### src/hdl/slcd_pkg.sv
// Shared constants and types for the SPI LCD command decoder and pixel writer.
`default_nettype none

package slcd_pkg;

    localparam int PANEL_WIDTH  = 240;
    localparam int PANEL_HEIGHT = 320;

    localparam int ADDR_W  = 17;
    localparam int COLOR_W = 16;
    localparam int CUR_W   = 17;
    localparam int WIN_W   = 16;
    localparam int X_W     = (PANEL_WIDTH > 1) ? $clog2(PANEL_WIDTH) : 1;
    localparam int Y_W     = (PANEL_HEIGHT > 1) ? $clog2(PANEL_HEIGHT) : 1;

    localparam logic [7:0] CMD_CASET  = 8'h2A;
    localparam logic [7:0] CMD_RASET  = 8'h2B;
    localparam logic [7:0] CMD_MADCTL = 8'h36;
    localparam logic [7:0] CMD_RAMWR  = 8'h2C;
    localparam logic [7:0] CMD_COLMOD = 8'h3A;
    localparam logic [7:0] CMD_INVOFF = 8'h20;
    localparam logic [7:0] CMD_INVON  = 8'h21;
    localparam logic [7:0] CMD_DISPON = 8'h29;

    // orientation bits as kept from MADCTL bits 7:5
    localparam int ORIENT_SWAP = 0;
    localparam int ORIENT_MX   = 1;
    localparam int ORIENT_MY   = 2;

    typedef enum logic [2:0] {
        MODE_NONE  = 3'b001,
        MODE_PARAM = 3'b010,
        MODE_PIXEL = 3'b100
    } mode_t;

    // one pixel ready to be placed, from the decoder to the mapper
    typedef struct packed {
        logic               valid;
        logic [CUR_W-1:0]   col;
        logic [CUR_W-1:0]   row;
        logic [COLOR_W-1:0] color;
        logic [2:0]         orient;
    } pix_t;

endpackage

`default_nettype wire

### src/hdl/slcd_ctrl.sv
// Command decoder: parameter capture, window and orientation registers, pixel cursor.
`default_nettype none

module slcd_ctrl (
    input  wire logic        aclk,
    input  wire logic        aresetn,
    input  wire logic        step,
    input  wire logic        operation,
    input  wire logic [7:0]  byte_value,
    input  wire logic        dc_pin,
    input  wire logic        cs_level,
    output slcd_pkg::pix_t   pix
);

    logic                            sel_reg, sel_next;
    logic [7:0]                      cmd_reg, cmd_next;
    logic [7:0]                      pb_reg [0:2];
    logic [2:0]                      cnt_reg, cnt_next;
    slcd_pkg::mode_t                 mode_reg, mode_next;
    logic [slcd_pkg::WIN_W-1:0]      col_first_reg, col_first_next;
    logic [slcd_pkg::WIN_W-1:0]      col_last_reg, col_last_next;
    logic [slcd_pkg::WIN_W-1:0]      row_first_reg, row_first_next;
    logic [slcd_pkg::WIN_W-1:0]      row_last_reg, row_last_next;
    logic [2:0]                      orient_reg, orient_next;
    logic [slcd_pkg::CUR_W-1:0]      cur_col_reg, cur_col_next;
    logic [slcd_pkg::CUR_W-1:0]      cur_row_reg, cur_row_next;

    logic                            pb_we;
    logic [1:0]                      pb_idx;
    logic [2:0]                      cnt_inc;
    logic                            need4;
    logic                            done;
    logic [slcd_pkg::CUR_W-1:0]      col_inc;
    logic [slcd_pkg::CUR_W-1:0]      row_inc;

    always_comb begin
        sel_next       = sel_reg;
        cmd_next       = cmd_reg;
        cnt_next       = cnt_reg;
        mode_next      = mode_reg;
        col_first_next = col_first_reg;
        col_last_next  = col_last_reg;
        row_first_next = row_first_reg;
        row_last_next  = row_last_reg;
        orient_next    = orient_reg;
        cur_col_next   = cur_col_reg;
        cur_row_next   = cur_row_reg;
        pb_we          = 1'b0;
        pb_idx         = cnt_reg[1:0];
        cnt_inc        = cnt_reg + 3'd1;
        need4          = (cmd_reg == slcd_pkg::CMD_CASET) || (cmd_reg == slcd_pkg::CMD_RASET);
        done           = cnt_inc >= (need4 ? 3'd4 : 3'd1);
        col_inc        = cur_col_reg + 1'b1;
        row_inc        = cur_row_reg + 1'b1;

        pix.valid  = 1'b0;
        pix.col    = cur_col_reg;
        pix.row    = cur_row_reg;
        pix.color  = {pb_reg[0], byte_value};
        pix.orient = orient_reg;

        if (step) begin
            priority if (operation) begin
                sel_next     = cs_level;
                cur_col_next = '0;
                cur_row_next = '0;
            end else if (!sel_reg) begin
                // deselected: byte dropped
            end else if (!dc_pin) begin
                cmd_next = byte_value;
                cnt_next = '0;
                unique case (byte_value)
                    slcd_pkg::CMD_CASET, slcd_pkg::CMD_RASET, slcd_pkg::CMD_MADCTL,
                    slcd_pkg::CMD_COLMOD, slcd_pkg::CMD_INVOFF, slcd_pkg::CMD_INVON,
                    slcd_pkg::CMD_DISPON: begin
                        mode_next = slcd_pkg::MODE_PARAM;
                    end
                    slcd_pkg::CMD_RAMWR: begin
                        mode_next    = slcd_pkg::MODE_PIXEL;
                        cur_col_next = {1'b0, col_first_reg};
                        cur_row_next = {1'b0, row_first_reg};
                    end
                    default: begin
                        mode_next = slcd_pkg::MODE_NONE;
                    end
                endcase
            end else begin
                unique case (mode_reg)
                    slcd_pkg::MODE_PARAM: begin
                        pb_we    = 1'b1;
                        cnt_next = done ? 3'd0 : cnt_inc;
                        if (done) begin
                            mode_next = slcd_pkg::MODE_NONE;
                            // last window byte is the current beat
                            if (cmd_reg == slcd_pkg::CMD_CASET) begin
                                col_first_next = {pb_reg[0], pb_reg[1]};
                                col_last_next  = {pb_reg[2], byte_value};
                            end else if (cmd_reg == slcd_pkg::CMD_RASET) begin
                                row_first_next = {pb_reg[0], pb_reg[1]};
                                row_last_next  = {pb_reg[2], byte_value};
                            end else if (cmd_reg == slcd_pkg::CMD_MADCTL) begin
                                orient_next = byte_value[7:5];
                            end
                        end
                    end
                    slcd_pkg::MODE_PIXEL: begin
                        pb_we  = 1'b1;
                        pb_idx = {1'b0, cnt_reg[0]};
                        if (cnt_reg != 3'd0) begin
                            pix.valid = 1'b1;
                            cnt_next  = '0;
                            cur_col_next = col_inc;
                            if (col_inc > {1'b0, col_last_reg}) begin
                                cur_col_next = {1'b0, col_first_reg};
                                cur_row_next = row_inc;
                                if (row_inc > {1'b0, row_last_reg}) begin
                                    cur_row_next = {1'b0, row_first_reg};
                                end
                            end
                        end else begin
                            cnt_next = cnt_inc;
                        end
                    end
                    default: begin
                        // no parameters expected: data dropped
                    end
                endcase
            end
        end
    end

    // fourth window byte is never stored, it is used as it arrives
    always_ff @(posedge aclk) begin
        if (pb_we && pb_idx != 2'd3) begin
            pb_reg[pb_idx] <= byte_value;
        end
    end

    always_ff @(posedge aclk) begin
        if (!aresetn) begin
            sel_reg       <= 1'b0;
            cmd_reg       <= '0;
            cnt_reg       <= '0;
            mode_reg      <= slcd_pkg::MODE_NONE;
            col_first_reg <= '0;
            col_last_reg  <= '0;
            row_first_reg <= '0;
            row_last_reg  <= '0;
            orient_reg    <= '0;
            cur_col_reg   <= '0;
            cur_row_reg   <= '0;
        end else begin
            sel_reg       <= sel_next;
            cmd_reg       <= cmd_next;
            cnt_reg       <= cnt_next;
            mode_reg      <= mode_next;
            col_first_reg <= col_first_next;
            col_last_reg  <= col_last_next;
            row_first_reg <= row_first_next;
            row_last_reg  <= row_last_next;
            orient_reg    <= orient_next;
            cur_col_reg   <= cur_col_next;
            cur_row_reg   <= cur_row_next;
        end
    end

endmodule

`default_nettype wire

### src/hdl/slcd_map.sv
// Pixel mapper: swap and mirror, panel bounds check, frame-buffer address.
`default_nettype none

module slcd_map (
    input  wire slcd_pkg::pix_t           pix,
    output logic                          hit,
    output logic [slcd_pkg::ADDR_W-1:0]   address
);

    logic [slcd_pkg::CUR_W-1:0]  x;
    logic [slcd_pkg::CUR_W-1:0]  y;
    logic [slcd_pkg::X_W-1:0]    xm;
    logic [slcd_pkg::Y_W-1:0]    ym;

    // a mirrored coordinate lands on the panel exactly when the unmirrored one does
    always_comb begin
        x = pix.orient[slcd_pkg::ORIENT_SWAP] ? pix.row : pix.col;
        y = pix.orient[slcd_pkg::ORIENT_SWAP] ? pix.col : pix.row;
        hit = pix.valid
            && (x < slcd_pkg::CUR_W'(slcd_pkg::PANEL_WIDTH))
            && (y < slcd_pkg::CUR_W'(slcd_pkg::PANEL_HEIGHT));
        xm = pix.orient[slcd_pkg::ORIENT_MX]
            ? slcd_pkg::X_W'(slcd_pkg::PANEL_WIDTH - 1) - x[slcd_pkg::X_W-1:0]
            : x[slcd_pkg::X_W-1:0];
        ym = pix.orient[slcd_pkg::ORIENT_MY]
            ? slcd_pkg::Y_W'(slcd_pkg::PANEL_HEIGHT - 1) - y[slcd_pkg::Y_W-1:0]
            : y[slcd_pkg::Y_W-1:0];
        address = slcd_pkg::ADDR_W'(ym) * slcd_pkg::ADDR_W'(slcd_pkg::PANEL_WIDTH)
                + slcd_pkg::ADDR_W'(xm);
    end

endmodule

`default_nettype wire

### src/hdl/spi_lcd_command_pixel_writer_top.sv
// SPI LCD command decoder and pixel writer, top level with input and result registers.
//
// Input channel (s_*): one beat per SPI event. s_operation 0 carries one SPI
// byte (s_byte_value) with its data/command level (s_dc_pin); s_operation 1
// is a chip-select change to s_cs_level, which also zeroes the pixel cursor.
// Bytes arriving while deselected are dropped.
// Result channel (m_*): one frame-buffer write (m_pixel_address,
// m_pixel_color) for each second RAMWR data byte whose pixel lies on the
// panel; all other beats produce nothing.
// A beat passes through the input register, then the result register, which
// drives m_valid. Throughput: one beat per cycle while the receiver does not
// stall, set by the single decode/address pass between the two registers.
// Reset (aresetn low, synchronous) empties both registers, deselects the
// panel and clears command, window, orientation and cursor.
// When the receiver stalls, the result register holds its beat and the input
// register still takes one more beat; s_ready then drops until m_ready.
`default_nettype none

module spi_lcd_command_pixel_writer_top (
    input  wire logic                            aclk,
    input  wire logic                            aresetn,
    input  wire logic                            s_valid,
    output logic                                 s_ready,
    input  wire logic                            s_operation,
    input  wire logic [7:0]                      s_byte_value,
    input  wire logic                            s_dc_pin,
    input  wire logic                            s_cs_level,
    output logic                                 m_valid,
    input  wire logic                            m_ready,
    output logic [slcd_pkg::ADDR_W-1:0]          m_pixel_address,
    output logic [slcd_pkg::COLOR_W-1:0]         m_pixel_color
);

    logic                            in_valid_reg, in_valid_next;
    logic                            in_op_reg;
    logic [7:0]                      in_byte_reg;
    logic                            in_dc_reg;
    logic                            in_cs_reg;
    logic                            out_valid_reg, out_valid_next;
    logic [slcd_pkg::ADDR_W-1:0]     out_addr_reg;
    logic [slcd_pkg::COLOR_W-1:0]    out_color_reg;

    logic                            adv;
    logic                            step;
    slcd_pkg::pix_t                  pix;
    logic                            hit;
    logic [slcd_pkg::ADDR_W-1:0]     address;

    assign adv     = !out_valid_reg || m_ready;
    assign step    = in_valid_reg && adv;
    assign s_ready = !in_valid_reg || adv;

    assign m_valid         = out_valid_reg;
    assign m_pixel_address = out_addr_reg;
    assign m_pixel_color   = out_color_reg;

    slcd_ctrl u_ctrl (
        .aclk       (aclk),
        .aresetn    (aresetn),
        .step       (step),
        .operation  (in_op_reg),
        .byte_value (in_byte_reg),
        .dc_pin     (in_dc_reg),
        .cs_level   (in_cs_reg),
        .pix        (pix)
    );

    slcd_map u_map (
        .pix     (pix),
        .hit     (hit),
        .address (address)
    );

    always_comb begin
        in_valid_next  = in_valid_reg;
        out_valid_next = out_valid_reg;
        if (s_valid && s_ready) begin
            in_valid_next = 1'b1;
        end else if (step) begin
            in_valid_next = 1'b0;
        end
        if (adv) begin
            out_valid_next = step && hit;
        end
    end

    always_ff @(posedge aclk) begin
        if (!aresetn) begin
            in_valid_reg  <= 1'b0;
            out_valid_reg <= 1'b0;
        end else begin
            in_valid_reg  <= in_valid_next;
            out_valid_reg <= out_valid_next;
        end
    end

    always_ff @(posedge aclk) begin
        if (s_valid && s_ready) begin
            in_op_reg   <= s_operation;
            in_byte_reg <= s_byte_value;
            in_dc_reg   <= s_dc_pin;
            in_cs_reg   <= s_cs_level;
        end
        if (step) begin
            out_addr_reg  <= address;
            out_color_reg <= pix.color;
        end
    end

    // a held input beat is not lost while the result side is blocked
    a_in_hold: assert property (@(posedge aclk) disable iff (!aresetn)
        (in_valid_reg && !adv) |=> in_valid_reg)
        else $error("input beat dropped while stalled");

    // a chip-select beat never produces a pixel write
    a_cs_no_pixel: assert property (@(posedge aclk) disable iff (!aresetn)
        (step && in_op_reg) |=> !out_valid_reg)
        else $error("pixel write from chip-select beat");

    // written addresses stay inside the frame buffer
    a_addr_range: assert property (@(posedge aclk) disable iff (!aresetn)
        out_valid_reg |-> ((slcd_pkg::PANEL_WIDTH * slcd_pkg::PANEL_HEIGHT >= (1 << slcd_pkg::ADDR_W))
                           || (32'(out_addr_reg) < 32'(slcd_pkg::PANEL_WIDTH * slcd_pkg::PANEL_HEIGHT))))
        else $error("pixel address beyond panel");

    // reset empties both registers
    a_reset_empty: assert property (@(posedge aclk)
        !aresetn |=> (!in_valid_reg && !out_valid_reg))
        else $error("registers not empty after reset");

endmodule

`default_nettype wire

### config.mk
export PLATFORM = sky130hd
export DESIGN_NAME = spi_lcd_command_pixel_writer_top
export DESIGN_NICKNAME = d
export VERILOG_FILES = /design/src/hdl/slcd_pkg.sv /design/src/hdl/slcd_ctrl.sv /design/src/hdl/slcd_map.sv /design/src/hdl/spi_lcd_command_pixel_writer_top.sv
export SDC_FILE = /design/constraint.sdc
export NUM_CORES = 1
export LEC_CHECK = 0
export ABC_AREA = 1
export BUFFER_PORTS_ARGS = -buffer_cell sky130_fd_sc_hd__buf_2
export CELL_PAD_IN_SITES_DETAIL_PLACEMENT = 0
export CELL_PAD_IN_SITES_GLOBAL_PLACEMENT = 2
export CORE_MARGIN = 2
export CORE_UTILIZATION = 41
export DETAILED_ROUTE_END_ITERATION = 6
export PLACE_DENSITY = 0.9
export SKIP_LAST_GASP = 1
export SLEW_MARGIN = 20
export SYNTH_ARGS = -nofsm -noshare
export SYNTH_HDL_FRONTEND = slang
export SYNTH_SLANG_ARGS = --single-unit
### constraint.sdc
create_clock -name aclk -period 8.75 [get_ports aclk]
set_input_delay 1.75 -clock aclk [delete_from_list [all_inputs] [get_ports aclk]]
set_output_delay 1.75 -clock aclk [all_outputs]
set_load 0.05 [all_outputs]
### Word-level counts from Yosys, hierarchy flattened

Memory sizes are Yosys's and may differ from the RTL's.
Cells that the tools add are included.

* RAM bits: 24
* logic and storage cells: 130
* memories kept: 1
* bits of input ports: 15
* flip-flop bits (word level): 162
* output and inout port bits: 35

* mux-type cells: 48
* add/subtract/negate cells: 6
* eq/ne operators: 20
* order comparisons: 5
* bitwise operators: 4
* multiply operators: 1
* reductions and logical operators: 26

Memory list
* u_ctrl.pb_reg: words 3, width 8, rd ports 3, clocked after memory_dff 0, wr ports 1, line slcd_ctrl.sv:17 `logic [7:0] pb_reg [0:2];`

Operator list (count)
* $mux 17: 17
* $eq 8x6->1 const B: 11
* $add 17x1->17 const B: 2
* $gt 17x16->1: 2
* $mux 3: 7
* $add 17x8->17: 1
* $lt 17x8->1 const B: 1
* $lt 17x9->1 const B: 1
* $mux 1: 15
* $mul 9x4->13 const B: 1
* $pmux 3 s2: 2
* $mux 2: 5
* $reduce_and 5->1: 2
* $mux 9: 1
* $ne 3x2->1 const B: 3
* $reduce_and 9->1: 1
* $sub 9x9->9 const A: 1
* $mux 8: 1
* $reduce_and 4->1: 2
* $reduce_and 8->1: 1
* $sub 8x8->8 const A: 1
* $reduce_and 7->1: 1
* $reduce_or 7->1: 1
* $logic_and 1x1->1: 6
* other kinds (15): 24

### Longest topological paths before layout

Gate-level depths: netlist of the first run.

* word-level depth: 10
* mapped depth: 24
* gate-level depth less buffers: 24

### Cells and area by module

A second synthesis of the first run with hierarchy kept.

* cells, all modules: 1320
* area, all modules: 10457.5 µm²

Modules (own cells, without submodules)
* slcd_ctrl: cells an instance 934, seq. area each 3042.9 µm², area an instance 7125.6 µm², times used 1
* slcd_map: cells an instance 329, seq. area each 0.0 µm², area an instance 1913.1 µm², times used 1
* spi_lcd_command_pixel_writer_top: cells an instance 57, seq. area each 1361.3 µm², area an instance 1418.9 µm², times used 1

### Worst setup path after synthesis of the first run

OpenSTA, ideal clock, no wires.

* path kind: flip-flop to flip-flop
* start: register u_ctrl.orient_reg[0]
* end: register out_addr_reg, in the netlist m_pixel_address[16], data pin
* library setup time: 0.252 ns
* path buffers: 2
* path slack: 4.039 ns
* period minus slack after synthesis: 4.711 ns
* data arrival time: 4.459 ns
* data required time: 8.498 ns
* cell stages (with the launch flop): 20
* cells stage by stage: dfxtp_1 > clkbuf_1 > clkbuf_1 > o21ai_0 > ha_1 > nand2_1 > o21ai_0 > inv_1 > fa_1 > fa_1 > inv_1 > ha_1 > nand2_1 > nand2_1 > a31oi_1 > xor2_1 > nor3_1 > nand3b_1 > nand2_1 > nand2_1

* word-level cells in the longest chain between the ends: 5
* elaborated cells between the ends (all ways): 8
* classes of those cells: add/sub: 3; mul: 1; mux: 4

Ends and longest elaborated chain
* start: declaration: line slcd_ctrl.sv:24 `logic [2:0] orient_reg, orient_next;`
* start signal: assignment: line slcd_ctrl.sv:161 `orient_reg <= orient_next;`
* $mux 17: line slcd_map.sv:18 `y = pix.orient[slcd_pkg::ORIENT_SWAP] ? pix.col : pix.row;`
* $sub 9x9->9: line slcd_map.sv:26 `? slcd_pkg::Y_W'(slcd_pkg::PANEL_HEIGHT - 1) - y[slcd_pkg::Y_W-1:0]`
* $mux 9: line slcd_map.sv:26
* $mul 9x4->13: line slcd_map.sv:28 `address = slcd_pkg::ADDR_W'(ym) * slcd_pkg::ADDR_W'(slcd_pkg::PANEL_WIDTH)`
* $add 17x8->17 *: line slcd_map.sv:29 `+ slcd_pkg::ADDR_W'(xm);`
* named net address, one bit: line spi_lcd_command_pixel_writer_top.sv:47 `logic [slcd_pkg::ADDR_W-1:0] address;`
* end signal: assignment: line spi_lcd_command_pixel_writer_top.sv:105 `out_addr_reg <= address;`
* end: declaration: line spi_lcd_command_pixel_writer_top.sv:40 `logic [slcd_pkg::ADDR_W-1:0] out_addr_reg;`

The timed path passes the listed nets; every way through them passes the cells marked *.
A chain may end at the register's enable or synchronous reset.

### Worst setup path in the final report of the first run

Ends and elaborated chain as after synthesis.

==> impl_metrics.json, run 1 <==
{
  "crit_fanout": 27,
  "p_leak_uw": 0.005004,
  "netlist_area_um2": 10210,
  "ff2ff_path_depth": 19,
  "ys_warn_count": 0,
  "finalMaxSlewViolations": 0,
  "routedWlPerCell_um": 15.89,
  "post-route-drc-count": 0,
  "cts-root-buf": "clkbuf_16",
  "drive_gt1_frac": 0.09789,
  "final_cell_count_no_fill": 1601,
  "synth-async-reset-ratio": 0,
  "gp_congestion": 0.8472,
  "period_minus_slack_ns": 5.155,
  "largest_reg_flops": 24,
  "reg2reg_slack_ns": 3.60,
  "min_period_over_period": 0.5891,
  "grt_start_max_net_pins": 73,
  "rsz0062_at_grt": "false",
  "synth_cells": 1233,
  "cts_made_buffers": 17,
  "crit_path_end_kind": "register",
  "required_ns": 8.95,
  "grt_usage": 0.2034,
  "whs_path_depth": 0,
  "ys_ff_latch": 186,
  "hold_buffers": 0,
  "ys_seq_area_frac": 0.4312,
  "antenna_found_initial": 0,
  "post_cts_buffers": 0,
  "post-route-cell-area_um2": 11410,
  "vdd_drop_max_mv": 0.1028,
  "ys.flop_type": "dfxtp_1",
  "port-buffer-count": 49,
  "relSlewSlack": 0.3178,
  "worst_hold_slack_ns": 0.4688,
  "first_iter_violations": 485,
  "start_kind": "register",
  "postLayoutCoreUtil": 0.4679,
  "final_common_cell": "inv_1",
  "grt_pass1_vias": 7535,
  "viasPerCell": 4.888,
  "worst_pin_slew_ns": 1.020,
  "min_from": "u_ctrl.pb_reg[0][6]",
  "post_cts_resized": 0,
  "die_x_um": 161.8,
  "n_fill_cell": 2486,
  "ant_nets": 0,
  "dp_hpwl_mm": 18.66,
  "synth.distinct_cells": 48,
  "start_util": 0.4188,
  "num-nets-final": 1352,
  "synth-edff-count": 68,
  "register_area_um2": 4404,
  "finalHoldViolCount": 0,
  "dp_cells": 1568,
  "worst_ep_arrival_time_ns": 5.36,
  "drv_cap": 0,
  "setup_viol": 0,
  "clock.fmax_mhz": 194.0,
  "r2r_end": "m_pixel_address[16]",
  "synth_nets": 1321,
  "outcome": "complete, no violations",
  "htree_levels": 4,
  "r2r_start": "u_ctrl.orient_reg[0]",
  "grt_pass1_wl_mm": 41.67,
  "grt.overflow.total": 0,
  "fin_skew_ns": 0.02333,
  "placed_area_um2": 10740,
  "setup-tns-final_ns": 0,
  "final_cell_mix": "inv_1 (205), nand2_1 (200), dfxtp_1 (118)",
  "hold-path-endpoint": "m_pixel_color[14]",
  "core_area_um2": 24390,
  "via_count": 7825,
  "worstSetupPathType": "reg -> reg",
  "clock_latency_ns": 0.45,
  "clkSinkCount": 186,
  "die_area_um2": 26190,
  "wirelength_mm": 25.43,
  "boundaryPins": 50,
  "fp-row-count": 57,
  "cts_tree": "yes",
  "clk_pin_slew_ns": 0.09,
  "syn_avg_cell_area_um2": 8.285,
  "area_delta_synth_final_pct": 11.73,
  "hp-class": "reg -> reg",
  "antenna_cells": 0,
  "die_y_um": 161.8,
  "multiInputGateArea_um2": 4836,
  "firstDrtPassIters": 5,
  "pwr_density_cell_nw_per_um2": 158.3,
  "clk_path_buf_depth": 2
}
-- stage by stage --
step	setup WS, ns	total power [uW]
after floorplan	4.039	965.7
after global placement	3.730	988.2
after detailed placement	3.594	988.1
after CTS	3.584	1829
after global routing	3.134	1869
final	3.595	1807
-- cell usage after synthesis, types with 32 or more instances --
cell,n,area share
xor2_1,56,0.048
edfxtp_1,68,0.20
o21ai_0,72,0.035
nand2_1,200,0.073
nand3_1,67,0.033
inv_1,205,0.075
nor2_1,83,0.030
a21oi_1,94,0.046
a211oi_1,35,0.026
clkbuf_1,32,0.012
dfxtp_1,118,0.23
ha_1,61,0.075
-- power by group --
group | switching [uW] | internal (uW) | leakage [uW]
clock network | 431 | 409 | 0.000313
registers | 5.80 | 903 | 0.00159
logic | 48.9 | 8.99 | 0.00310
total | 485 | 1320 | 0.00500
-- logic make-up after synthesis --
kind of cell             Yosys count  synth area share
AND/OR/NAND/NOR                  428            0.1916
buffers and inverters            257           0.09677
XOR/XNOR                          65           0.05573
AO/OA/AOI/OAI                    224            0.1265
adder cells (fa/ha/maj)           73           0.09824
flip-flops                       186            0.4312
-- final cells by class --
type,count,area share
well taps,324,0.03552
repair buffers,57,0.02784
inverters,212,0.06983
flip-flops and latches,186,0.3859
clock inverters,15,0.01995
multi-input cells,790,0.4237
clock buffers,17,0.03727
-- worst max path at each step --
stage               depth (start not counted)                   to            startpoint
floorplan                                  19  m_pixel_address[16]  u_ctrl.orient_reg[0]
global placement                           19  m_pixel_address[16]  u_ctrl.orient_reg[0]
detailed placement                         19  m_pixel_address[16]  u_ctrl.orient_reg[0]
CTS                                        19  m_pixel_address[16]  u_ctrl.orient_reg[0]
global route                               19  m_pixel_address[16]  u_ctrl.orient_reg[0]
finish                                     19  m_pixel_address[16]  u_ctrl.orient_reg[0]
-- layer usage --
layer	global-route usage	routed length, um
met4	0.04505	203
met5	0	0
met1	0.2982	12940
met2	0.3205	11400
met3	0.02707	891
-- worst max-delay path, cell delays in order (launching register included) --
cell      delay (ns)
dfxtp_1         0.79
inv_1           0.31
o21ai_0         0.26
xor2_1          0.42
fa_1            0.51
inv_1           0.07
ha_1            0.26
xor2_1          0.17
inv_1           0.12
fa_1            0.42
ha_1            0.28
inv_1           0.06
nor2_1          0.10
nor2_1          0.07
nor3_1          0.31
nand3_1         0.16
nor3_1          0.32
nand3b_1        0.16
nand2_1         0.09
nand2_1         0.05
Note: power is estimated with default switching activity, not from simulation.
==> run 2: changes to the inputs <==
Settings changed: CORE_UTILIZATION 41 to 38, PLACE_DENSITY 0.9 to 0.84.
Clock period 8.75 ns to 5 ns, I/O delays scaled along.
==> run 2 against run 1 <==
Total power is 76% higher. Sequential power increased by 75%. Utilization down 3.8 points. Hold slack worse by 0.0064 ns. First-iteration DRC count decreased by 13%. Fmax up 14%. Sequential share of layout area is 0.16 points lower. Critical path type unchanged.
==> impl_metrics.json, run 2 (synthesis results as in run 1) <==
{
  "outcome": "complete, no violations",
  "clk_pin_slew_ns": 0.09,
  "clock.fmax_mhz": 221.9,
  "viasPerCell": 4.857,
  "crit_family": "adder cells",
  "core_area_um2": 26650,
  "grt.overflow.total": 0,
  "fin_skew_ns": 0.01887,
  "postLayoutCoreUtil": 0.4301,
  "setup-tns-final_ns": 0,
  "final_common_cell": "inv_1",
  "finalHoldViolCount": 0,
  "routedWlPerCell_um": 16.20,
  "via_count": 7888,
  "rsz0062_at_grt": "false",
  "clk_path_buf_depth": 2,
  "post_cts_buffers": 0,
  "grt_usage": 0.1930,
  "drv_cap": 0,
  "die_y_um": 168.0,
  "fp-row-count": 60,
  "antenna_found_initial": 0,
  "hold_buffers": 0,
  "clock_latency_ns": 0.45,
  "vdd_drop_max_mv": 0.2012,
  "final_cell_mix": "inv_1 (205), nand2_1 (200), dfxtp_1 (118)",
  "post-route-cell-area_um2": 11460,
  "path_cells": "clkinv_1, xor2_1, fa_1, fa_1, inv_1, ha_1, nand2_1, nor3_1, nand2_1, nand3_1, xor2_1, nand3_1, nor3_1, nand3b_1, nand2_1, nand2_1",
  "cts_made_buffers": 17,
  "placed_area_um2": 10810,
  "clkSinkCount": 186,
  "antenna_cells": 0,
  "grt_pass1_vias": 7786,
  "firstDrtPassIters": 5,
  "ff2ff_path_depth": 16,
  "required_ns": 5.20,
  "min_from": "u_ctrl.pb_reg[0][4]",
  "setup_viol": 0,
  "post_cts_resized": 0,
  "crit_fanout": 6,
  "r2r_start": "u_ctrl.orient_reg[2]",
  "path_buf_inv": 2,
  "port-buffer-count": 49,
  "finalMaxSlewViolations": 0,
  "ant_nets": 0,
  "hold-path-endpoint": "m_pixel_color[12]",
  "crit_path_frequent_cell": "nand2_1",
  "p_leak_uw": 0.005034,
  "crit_start": "u_ctrl.orient_reg[2]",
  "worstSetupPathType": "reg -> reg",
  "wirelength_mm": 26.31,
  "crit_slowest_cell": "xor2_1",
  "first_iter_violations": 423,
  "gp_congestion": 0.8431,
  "reg2reg_slack_ns": 0.49,
  "dp_hpwl_mm": 19.73,
  "area_delta_synth_final_pct": 12.21,
  "max_stage_delay_ns": 0.55,
  "grt_pass1_wl_mm": 42.42,
  "num-nets-final": 1358,
  "post-route-drc-count": 0,
  "hp-class": "reg -> reg",
  "htree_levels": 4,
  "cts-root-buf": "clkbuf_16",
  "start_util": 0.3833,
  "die_x_um": 168.0,
  "min_period_over_period": 0.9013,
  "relSlewSlack": 0.3259,
  "pwr_density_cell_nw_per_um2": 277.2,
  "crit_path_end_kind": "register",
  "largest_reg_flops": 24,
  "grt_start_max_net_pins": 65,
  "whs_path_depth": 0,
  "r2r_end": "m_pixel_address[16]",
  "start_kind": "register",
  "cts_tree": "yes",
  "worst_ep_arrival_time_ns": 4.71,
  "drive_gt1_frac": 0.1029,
  "period_minus_slack_ns": 4.507,
  "die_area_um2": 28210,
  "worst_pin_slew_ns": 1.010,
  "boundaryPins": 50
}
==> run 2: through the flow <==
step	worst slack (ns)	std cells	power (uW)	hold slack, ns
after floorplan	0.2886	1233	1690	0.4264
after global placement	0.5298	1592	1729	0.4334
after detailed placement	0.4675	1592	1729	0.4347
after CTS	0.4292	1624	3214	0.4579
after global routing	0.03572	1624	3284	0.4776
final	0.4934	1624	3177	0.4624
==> run 2: area by class of cell <==
| type | instances | area [um^2] |
|---|---|---|
| Fill cell | 2708 | 15190 |
| Multi-Input combinational cell | 790 | 4838 |
| Sequential cell | 186 | 4404 |
| Inverter | 212 | 797.0 |
| Tap cell | 341 | 426.7 |
| Clock buffer | 17 | 425.4 |
| Timing Repair Buffer | 63 | 350.3 |
| Clock inverter | 15 | 220.2 |
==> run 2: power by group <==
part	total [uW]	internal, uW	switching (uW)
sequential	1590	1580	10.2
clock	1490	717	768
combinational	101	15.7	85.5
==> run 2: layer usage <==
metal,part of all wire,vias up,GRT usage
met5,0,-,0
met4,0.010,0,0.03894
met3,0.033,16,0.02633
met2,0.45,120,0.3117
met1,0.51,3636,0.2773
li1,-,4116,-
==> run 2: how the worst max path moves through the flow <==
| stage | endpoint | slack [ns] | depth (start not counted) |
|---|---|---|---|
| after floorplan | m_pixel_address[16] | 0.29 | 19 |
| after global placement | m_pixel_address[16] | 0.53 | 18 |
| after detailed placement | m_pixel_address[16] | 0.47 | 18 |
| after CTS | m_pixel_address[16] | 0.43 | 18 |
| after global routing | m_pixel_address[16] | 0.04 | 16 |
| final | m_pixel_address[16] | 0.49 | 16 |
==> run 3: changes to the inputs <==
==> constraint.sdc (replaced) <==
create_clock -name aclk -period 5 [get_ports aclk]
set_input_delay 0.25 -clock aclk [delete_from_list [all_inputs] [get_ports aclk]]
set_output_delay 0.25 -clock aclk [all_outputs]
set_load 0.05 [all_outputs]
==> run 3 against run 2 <==
Cell count increased by 0.68%. Sequential share of layout area fell by 0.49 points. Hold slack lost 0.38 ns. Combinational power grew 7%. Routed wire length is 0.30% lower. Clock power barely moved. Clock skew is 0.0071 ns higher. Non-clock buffer count grew 11. Design area is 1.3% higher. Critical path depth up 2. Largest power group unchanged.
==> impl_metrics.json, run 3 (synthesis results as in run 1) <==
{
  "outcome": "complete, no violations",
  "viasPerCell": 4.870,
  "cts_made_buffers": 17,
  "cts_tree": "yes",
  "grt_usage": 0.1936,
  "met3RoutedLength_um": 958,
  "required_ns": 5.20,
  "final_common_cell": "inv_1",
  "setup_viol": 0,
  "grt_start_max_net_pins": 67,
  "finalHoldViolCount": 0,
  "clkSinkCount": 186,
  "worstSetupPathType": "reg -> reg",
  "first_iter_violations": 505,
  "start_util": 0.3833,
  "antenna_cells": 0,
  "post-route-cell-area_um2": 11610,
  "clk_path_buf_depth": 2,
  "clk_pin_slew_ns": 0.08,
  "htree_levels": 4,
  "reg2reg_slack_ns": 0.48,
  "ff2ff_path_depth": 18,
  "clock.fmax_mhz": 221.1,
  "final_cell_mix": "inv_1 (205), nand2_1 (200), dfxtp_1 (118)",
  "placed_area_um2": 10830,
  "fin_ws_ns": 0.4779,
  "grt.overflow.total": 0,
  "finalMaxSlewViolations": 0,
  "setup-tns-final_ns": 0,
  "fp-row-count": 60,
  "min_from": "s_valid",
  "firstDrtPassIters": 4,
  "drive_gt1_frac": 0.1028,
  "wirelength_mm": 26.23,
  "hold-path-endpoint": "in_valid_reg",
  "r2r_start": "u_ctrl.orient_reg[2]",
  "top_layer": "met4",
  "crit_fanout": 6,
  "post_cts_buffers": 0,
  "via_count": 7962,
  "antenna_found_initial": 0,
  "route.met2.wl_mm": 11.96,
  "boundaryPins": 50,
  "min_period_over_period": 0.9044,
  "start_kind": "register",
  "grt_pass1_vias": 7871,
  "die_x_um": 168.0,
  "period_minus_slack_ns": 4.522,
  "drv_cap": 0,
  "rsz0062_at_grt": "false",
  "grt_pass1_wl_mm": 42.50,
  "post-route-drc-count": 0,
  "p_leak_uw": 0.005089,
  "crit_path_end_kind": "register",
  "largest_reg_flops": 24,
  "dp_hpwl_mm": 19.64,
  "port-buffer-count": 49,
  "die_area_um2": 28210,
  "num-nets-final": 1369,
  "worst_pin_slew_ns": 1.017,
  "routedWlPerCell_um": 16.04,
  "vdd_drop_max_mv": 0.1933,
  "gp_congestion": 0.8287,
  "clock_latency_ns": 0.45,
  "pwr_density_cell_nw_per_um2": 273.8,
  "whs_path_depth": 3,
  "pre_cts_ws_ns": 0.3942,
  "r2r_end": "m_pixel_address[16]",
  "core_area_um2": 26650,
  "ant_nets": 0,
  "relSlewSlack": 0.3214,
  "hp-class": "in -> reg",
  "fin_skew_ns": 0.02597,
  "cts-root-buf": "clkbuf_16",
  "m1WireLength_mm": 13.04,
  "worst_ep_arrival_time_ns": 4.72,
  "area_delta_synth_final_pct": 13.66,
  "die_y_um": 168.0
}
## run 3: cell count changes in the layout (fill, tap and decap cells not counted)
| cell | change |
|---|---|
| inv_8 | -2 |
| xor2_2 | +1 |
| buf_4 | -1 |
| dlygate4sd3_1 | +11 |
| clkinv_8 | +2 |
| xor2_1 | -1 |
| buf_16 | +1 |
## run 3: per-layer routing
metal  global-route usage  vias up
met1               0.2770     3672
met3              0.02398       16
met4              0.04688        0
met2               0.3123      131
met5                    0        -
li1                     -     4143
## run 3: worst max-delay path by stage
stage,start,endpoint,slack (ns),depth (start not counted)
global route,u_ctrl.orient_reg[2],m_pixel_address[16],0.04,16
global placement,u_ctrl.orient_reg[2],m_pixel_address[16],0.52,18
CTS,u_ctrl.orient_reg[2],m_pixel_address[16],0.38,18
detailed placement,u_ctrl.orient_reg[2],m_pixel_address[16],0.39,18
floorplan,u_ctrl.orient_reg[0],m_pixel_address[16],0.29,19
finish,u_ctrl.orient_reg[2],m_pixel_address[16],0.48,18
## run 3: cell type report
cell class | count | area (um^2)
clock buffers | 17 | 425.4
clock inverters | 15 | 230.2
fillers | 2705 | 15040
inverters | 212 | 797.0
multi-input cells | 790 | 4846
flip-flops and latches | 186 | 4404
well taps | 341 | 426.7
repair buffers | 74 | 480.5
## run 3: timing repair
| action | CTS | global route |
|---|---|---|
| hold buffers | 11 | 0 |
| resized for setup | 0 | 1 |
| endpoints found under the setup margin | 0 | 1 |
| endpoints found under the hold margin | 11 | 0 |
## run 3: metrics by stage
step,power (uW),utilization,instances,hold slack [ns]
finish,3179,0.4356,1635,0.08487
global route,3280,0.4356,1635,0.1072
CTS,3217,0.4353,1635,0.07184
detailed placement,1729,0.4065,1592,0.4281
global placement,1729,0.4055,1591,0.4277
floorplan,1690,-,1233,0.3489
## run 3: report_power, final
part           leakage [uW]  switching, uW  total, uW  internal [uW]
clock              0.000315            763       1480            718
combinational       0.00318           86.5        108           21.3
sequential          0.00159           9.94       1590           1580
## run 3: critical path, cell delays in order, from the launching register on
cell and delay (ns):
dfxtp_1 0.43, clkinv_1 0.29, xor2_1 0.43, fa_1 0.48, inv_1 0.06, ha_1 0.26, xor2_1 0.17, inv_1 0.11
fa_1 0.41, ha_1 0.28, inv_1 0.06, nor2_1 0.12, nor2_1 0.07, nor3_1 0.32, nand3_1 0.17, nor3_1 0.32
nand3b_1 0.15, nand2_1 0.09, nand2_1 0.05
